===== src/sv/rsie_pkg.sv =====
// ----------------------------------------------------------------------------
// rsie_pkg
// Shared types and constants for the register/stack instruction executor:
// field widths, command and status codes, and the decoded slot format that
// passes from the front end through the queue to the execute stage.
// ----------------------------------------------------------------------------
package rsie_pkg;

   // field widths
   localparam int CMD_W     = 3;
   localparam int REG_SEL_W = 3;
   localparam int WORD_W    = 32;
   localparam int STATUS_W  = 3;
   localparam int FILL_W    = 9;
   localparam int PC_W      = 16;

   // default sizes handed to the top level
   localparam int DEF_REGISTER_COUNT = 8;
   localparam int DEF_STACK_DEPTH    = 256;

   // decoupling queue between front end and execute stage
   localparam int QUEUE_DEPTH = 2;

   // command codes
   typedef enum logic [CMD_W-1:0] {
      CMD_LOAD    = 3'd0,
      CMD_ADD     = 3'd1,
      CMD_SUB     = 3'd2,
      CMD_MUL     = 3'd3,
      CMD_PUSH    = 3'd4,
      CMD_POP     = 3'd5,
      CMD_HALT    = 3'd6,
      CMD_UNKNOWN = 3'd7
   } command_type;

   // result status codes
   typedef enum logic [STATUS_W-1:0] {
      STAT_OK        = 3'd0,
      STAT_OVERFLOW  = 3'd1,
      STAT_UNDERFLOW = 3'd2,
      STAT_HALTED    = 3'd3,
      STAT_UNKNOWN   = 3'd4
   } status_type;

   // classified instruction as held in the queue
   typedef struct packed {
      command_type                 command;
      logic                        writes_reg;
      logic                        is_push;
      logic                        is_pop;
      status_type                  fixed_status;
      logic [REG_SEL_W-1:0]        dest_reg;
      logic [REG_SEL_W-1:0]        src_a_reg;
      logic [REG_SEL_W-1:0]        src_b_reg;
      logic signed [WORD_W-1:0]    immediate;
   } slot_type;

endpackage


===== src/sv/rsie_queue.sv =====
// ----------------------------------------------------------------------------
// rsie_queue
// Short slot queue between the front end and the execute stage so that
// either side can stall on its own.
// ----------------------------------------------------------------------------
module rsie_queue import rsie_pkg::*; (
   input  logic       clock,
   input  logic       reset,
   input  logic       in_valid,
   output logic       in_ready,
   input  slot_type   in_slot,
   output logic       out_valid,
   input  logic       out_take,
   output slot_type   out_slot
);

   localparam int PTR_W = (QUEUE_DEPTH > 1) ? $clog2(QUEUE_DEPTH) : 1;
   localparam int CNT_W = $clog2(QUEUE_DEPTH + 1);

   slot_type          entries_ff [QUEUE_DEPTH];
   logic [PTR_W-1:0]  wr_ptr_ff, wr_ptr_in;
   logic [PTR_W-1:0]  rd_ptr_ff, rd_ptr_in;
   logic [CNT_W-1:0]  count_ff, count_in;
   logic              do_write;
   logic              do_read;

   assign in_ready  = (count_ff != CNT_W'(QUEUE_DEPTH));
   assign out_valid = (count_ff != '0);
   assign out_slot  = entries_ff[rd_ptr_ff];
   assign do_write  = in_valid && in_ready;
   assign do_read   = out_take && out_valid;

   // pointer and count update
   always_comb begin
      wr_ptr_in = wr_ptr_ff;
      rd_ptr_in = rd_ptr_ff;
      count_in  = count_ff;
      if (do_write) begin
         wr_ptr_in = (wr_ptr_ff == PTR_W'(QUEUE_DEPTH - 1)) ? '0 : wr_ptr_ff + 1'b1;
      end
      if (do_read) begin
         rd_ptr_in = (rd_ptr_ff == PTR_W'(QUEUE_DEPTH - 1)) ? '0 : rd_ptr_ff + 1'b1;
      end
      if (do_write && !do_read) begin
         count_in = count_ff + 1'b1;
      end else if (do_read && !do_write) begin
         count_in = count_ff - 1'b1;
      end
   end

   always_ff @(posedge clock) begin
      if (reset) begin
         wr_ptr_ff <= '0;
         rd_ptr_ff <= '0;
         count_ff  <= '0;
      end else begin
         wr_ptr_ff <= wr_ptr_in;
         rd_ptr_ff <= rd_ptr_in;
         count_ff  <= count_in;
      end
   end

   // slot storage
   always_ff @(posedge clock) begin
      if (do_write) begin
         entries_ff[wr_ptr_ff] <= in_slot;
      end
   end

endmodule


===== config.mk =====
export PLATFORM = sky130hd
export DESIGN_NAME = rsie_queue
export DESIGN_NICKNAME = d
export VERILOG_FILES = /design/src/sv/rsie_pkg.sv /design/src/sv/rsie_queue.sv
export SDC_FILE = /design/constraint.sdc
export NUM_CORES = 1
export LEC_CHECK = 0
export BUFFER_PORTS_ARGS = -buffer_cell sky130_fd_sc_hd__buf_2
export CAP_MARGIN = 10
export CORE_MARGIN = 10
export CORE_UTILIZATION = 29
export DETAILED_ROUTE_END_ITERATION = 10
export PLACE_DENSITY = 0.5
export SYNTH_ARGS = -nofsm -noshare
export SYNTH_HDL_FRONTEND = slang
export SYNTH_SLANG_ARGS = --single-unit

===== constraint.sdc =====
create_clock -name clock -period 2.6 [get_ports clock]
set_clock_uncertainty 0.1 [all_clocks]
set_input_delay 0.26 -clock clock [delete_from_list [all_inputs] [get_ports clock]]
set_output_delay 0.26 -clock clock [all_outputs]
set_load 0.01 [all_outputs]

==> summary.txt <==
Synthesis
  – Mapped Cells: 180
  – Post-Synth Adder-Cell Area: 0.00328
  – Synth Area in XOR/XNOR: 0.00688
  – Multiplexer share of the synthesized area: 0.147
  – Flops & latches, synth: roughly 110
  – Synth Area in Compound Gates: 0.00787
  – Post-Synth Simple-Gate Area: 0.0131
  – Count of cell types in the netlist: 19
  – Syn_nets: approximately 240
  – Mapped Avg Cell Area: approximately 21 µm²
  – Sequential fraction of the synthesis area: 0.813
  – Cell Area, Synth: approximately 3800 µm²
  – Synth warn: 0
  – Largest family of logic cells by synthesized area: multiplexers

Timing
  – Final period util: 0.735
  – Hold slack: ~0.019 ns
  – RSZ-0062 raised after global routing: false
  – Crit path time final: ~1.9 ns
  – Final setup viols: 0
  – Final worst setup slack: just under 0.7 ns
  – Max-slew violations: 0
  – Fin Setup TNS: 0 ns
  – Slew HR: 0.736
  – Slew at the pin closest to its max-slew limit: 0.396 ns
  – Final Hold Fails: 0
  – Peak Freq: about 0.52 GHz

Layout
  – Area delta synth->final: 37.9%
  – Most frequent cells in the layout: buf_2 (105), edfxtp_1 (100), mux2_2 (46), dlygate4sd3_1 (40), clkbuf_16 (9)
  – Post-route insts no fill: just over 500
  – Finished Core Util: 0.412
  – Leading cell type in the layout, fill and taps excluded: buf_2
  – Nets@finish: 391
  – Layout cells sized above 1: 0.519
  – Number of fill cells in the layout: around 1.2k
  – Inserted Diodes: 0

GRT
  – Vias in the first global route: 2,381
  – Met1 Use GR: 0.101
  – Number of antenna violations at the first check in global routing: 0
  – GR Util met3: 0.0427
  – Pin count of the biggest net entering global routing: 28
  – Global-route usage over all layers: 0.0878
  – First-pass GRT wire length: roughly 12,000 µm
  – Gr ovfl total: 0
  – Met2 Usage GRT: 0.132
  – Grt peak-use layer: met2

Clock tree
  – Clock sink total: roughly 110
  – Clk_lat worst skew: around 0.34 ns
  – H-tree Lvls: 3
  – CTS clk-pin slew, worst paths: 0.07 ns
  – Clock root buffer: clkbuf_16
  – CTS buffer count: 9
  – CTS tree: done
  – Post_cts resized: 0
  – Clock tree buffer depth: 2

Route
  – Post-Route WL: between 7000 and 8000 µm
  – Post-DR wirelength/cell: 15.2 µm
  – DRC Markers: 0
  – Drt via density: 4.13
  – Pre-antenna DRT Iters: 4
  – Iter 0 DRT Violations: 82
  – Remaining antenna violation count: 0
  – Vias: approximately 2.1k

Power and ir drop
  – Worst vdd ir: roughly 570 µV
  – Leak: around 2 nW
  – Pwr/cell area: between 800 and 900 nW/µm²

Floorplanning
  – Initial Utilization: 0.299
  – Top-Level Pins: about 110
  – Die extent in y: roughly 130 µm
  – Cell row count: between 40 and 50
  – Core Area: between 10,000 and 15,000 µm²
  – Die ar.: between 15,000 and 20,000 µm²
  – Chip width: approximately 130 µm

Setup path
  – Critical Path RT: 2.24 ns
  – Critical Path Source Type: register
  – Critical path cell sequence: buf_4 > mux2_2 > buf_2
  – Slowest cell on crit path: mux2_2
  – WP data arrival: between 1.5 and 2 ns
  – CP peak stage delay: around 0.4 ns
  – Critical path class: reg2out
  – Crit path capture type: primary output
  – CP max FO: 26

Placement
  – Gpl congestion: roughly 0.70
  – Dpl cells: between 400 and 500
  – IO buf count: 105
  – HPWL after DPL: between 5000 and 6000 µm
  – Worst slack, placed: roughly 0.89 ns

Outcome
  – Run status: completed

Job
  – Max-cap violations: 0

Hold path
  – Hold crit path type: in2reg
[registers in the layout, summed over array words and instances, names as in the netlist, named ones only]
signal and flops:
entries_ff 100, rd_ptr_ff 1, wr_ptr_ff 1, count_ff 2
[routing by layer]
layer	share of wire	up-vias	wire length [µm]
met5	0	-	0
met4	0.019	0	150
met3	0.092	12	714
met2	0.47	65	3660
met1	0.42	1024	3250
li1	-	1017	-
[report_power, final]
part	switching (mW)	internal [mW]
combinational	0.623	0.562
clock	0.556	0.735
sequential	0.0554	2.11
[stage by stage]
step	area (µm²)	power, mW
after floorplan	3820	2.91
after CTS	5250	4.75
after detailed placement	4580	3.39
final	5260	4.65
after global placement	4580	3.37
after global routing	5260	4.92
[layout make-up]
class / count / area [µm²] / area share
clock inverter: 7 / 61.3 / 0.0116
tap: 172 / 215 / 0.0409
clock buffer: 9 / 225 / 0.0428
inverter: 1 / 3.75 / 0.000713
sequential: 105 / 3100 / 0.590
timing repair buffer: 151 / 971 / 0.184
multi-input combinational: 68 / 683 / 0.130
[what timing repair did]
| action | in CTS | in global routing |
|---|---|---|
| endpoints found under the setup margin | 0 | 0 |
| hold buffers | 39 | 1 |
| setup buffers | 0 | 0 |
| endpoints found under the hold margin | 76 | 1 |
[worst max-delay path: cells and delay by family (launching register included)]
kind / cells / cell delay (ns)
DFF: 1 / 0.32
muxes: 1 / 0.40
buffers and inverters: 2 / 0.48
[path summary, 6_finish.rpt]
path	depth (start not counted)	slack, ns	start	endpoint
worst max-delay path	3	0.69	register	out_slot[1]
worst min-delay path	1	0.02	in_slot[23]	entries_ff[0][23]
worst max register to register	5	0.88	count_ff[0]	count_ff[1]
worst min register to register	2	0.42	rd_ptr_ff	rd_ptr_ff
[cells by family (layout without fill, tap and decap cells)]
kind of cell	count (synthesis)	count (layout)
compound gates	5	5
buf+inv	7	168
simple gates	9	9
xor+xnor	3	3
flops	105	105
mux	50	50
fa+ha+maj	1	1
[cells in the mapped netlist]
| cell type | number | area, µm² |
|---|---|---|
| and2_1 | 1 | 6.26 |
| edfxtp_1 | 100 | 3000 |
| dfxtp_1 | 5 | 100 |
| xor2_1 | 3 | 26.3 |
| inv_1 | 1 | 3.75 |
| o21ai_0 | 2 | 10.0 |
| a21oi_1 | 2 | 10.0 |
| a21bo_2 | 1 | 10.0 |
| or3_1 | 1 | 6.26 |
| nor2_1 | 3 | 11.3 |
| clkbuf_1 | 1 | 3.75 |
| buf_2 | 5 | 25.0 |
| mux2_2 | 46 | 518 |
| mux2_1 | 4 | 45.0 |
| or2_2 | 1 | 6.26 |
| ha_1 | 1 | 12.5 |
| nand3b_1 | 1 | 7.51 |
| and3_1 | 1 | 6.26 |
| nand2b_1 | 1 | 6.26 |
Power figures use the tool's default switching activity.
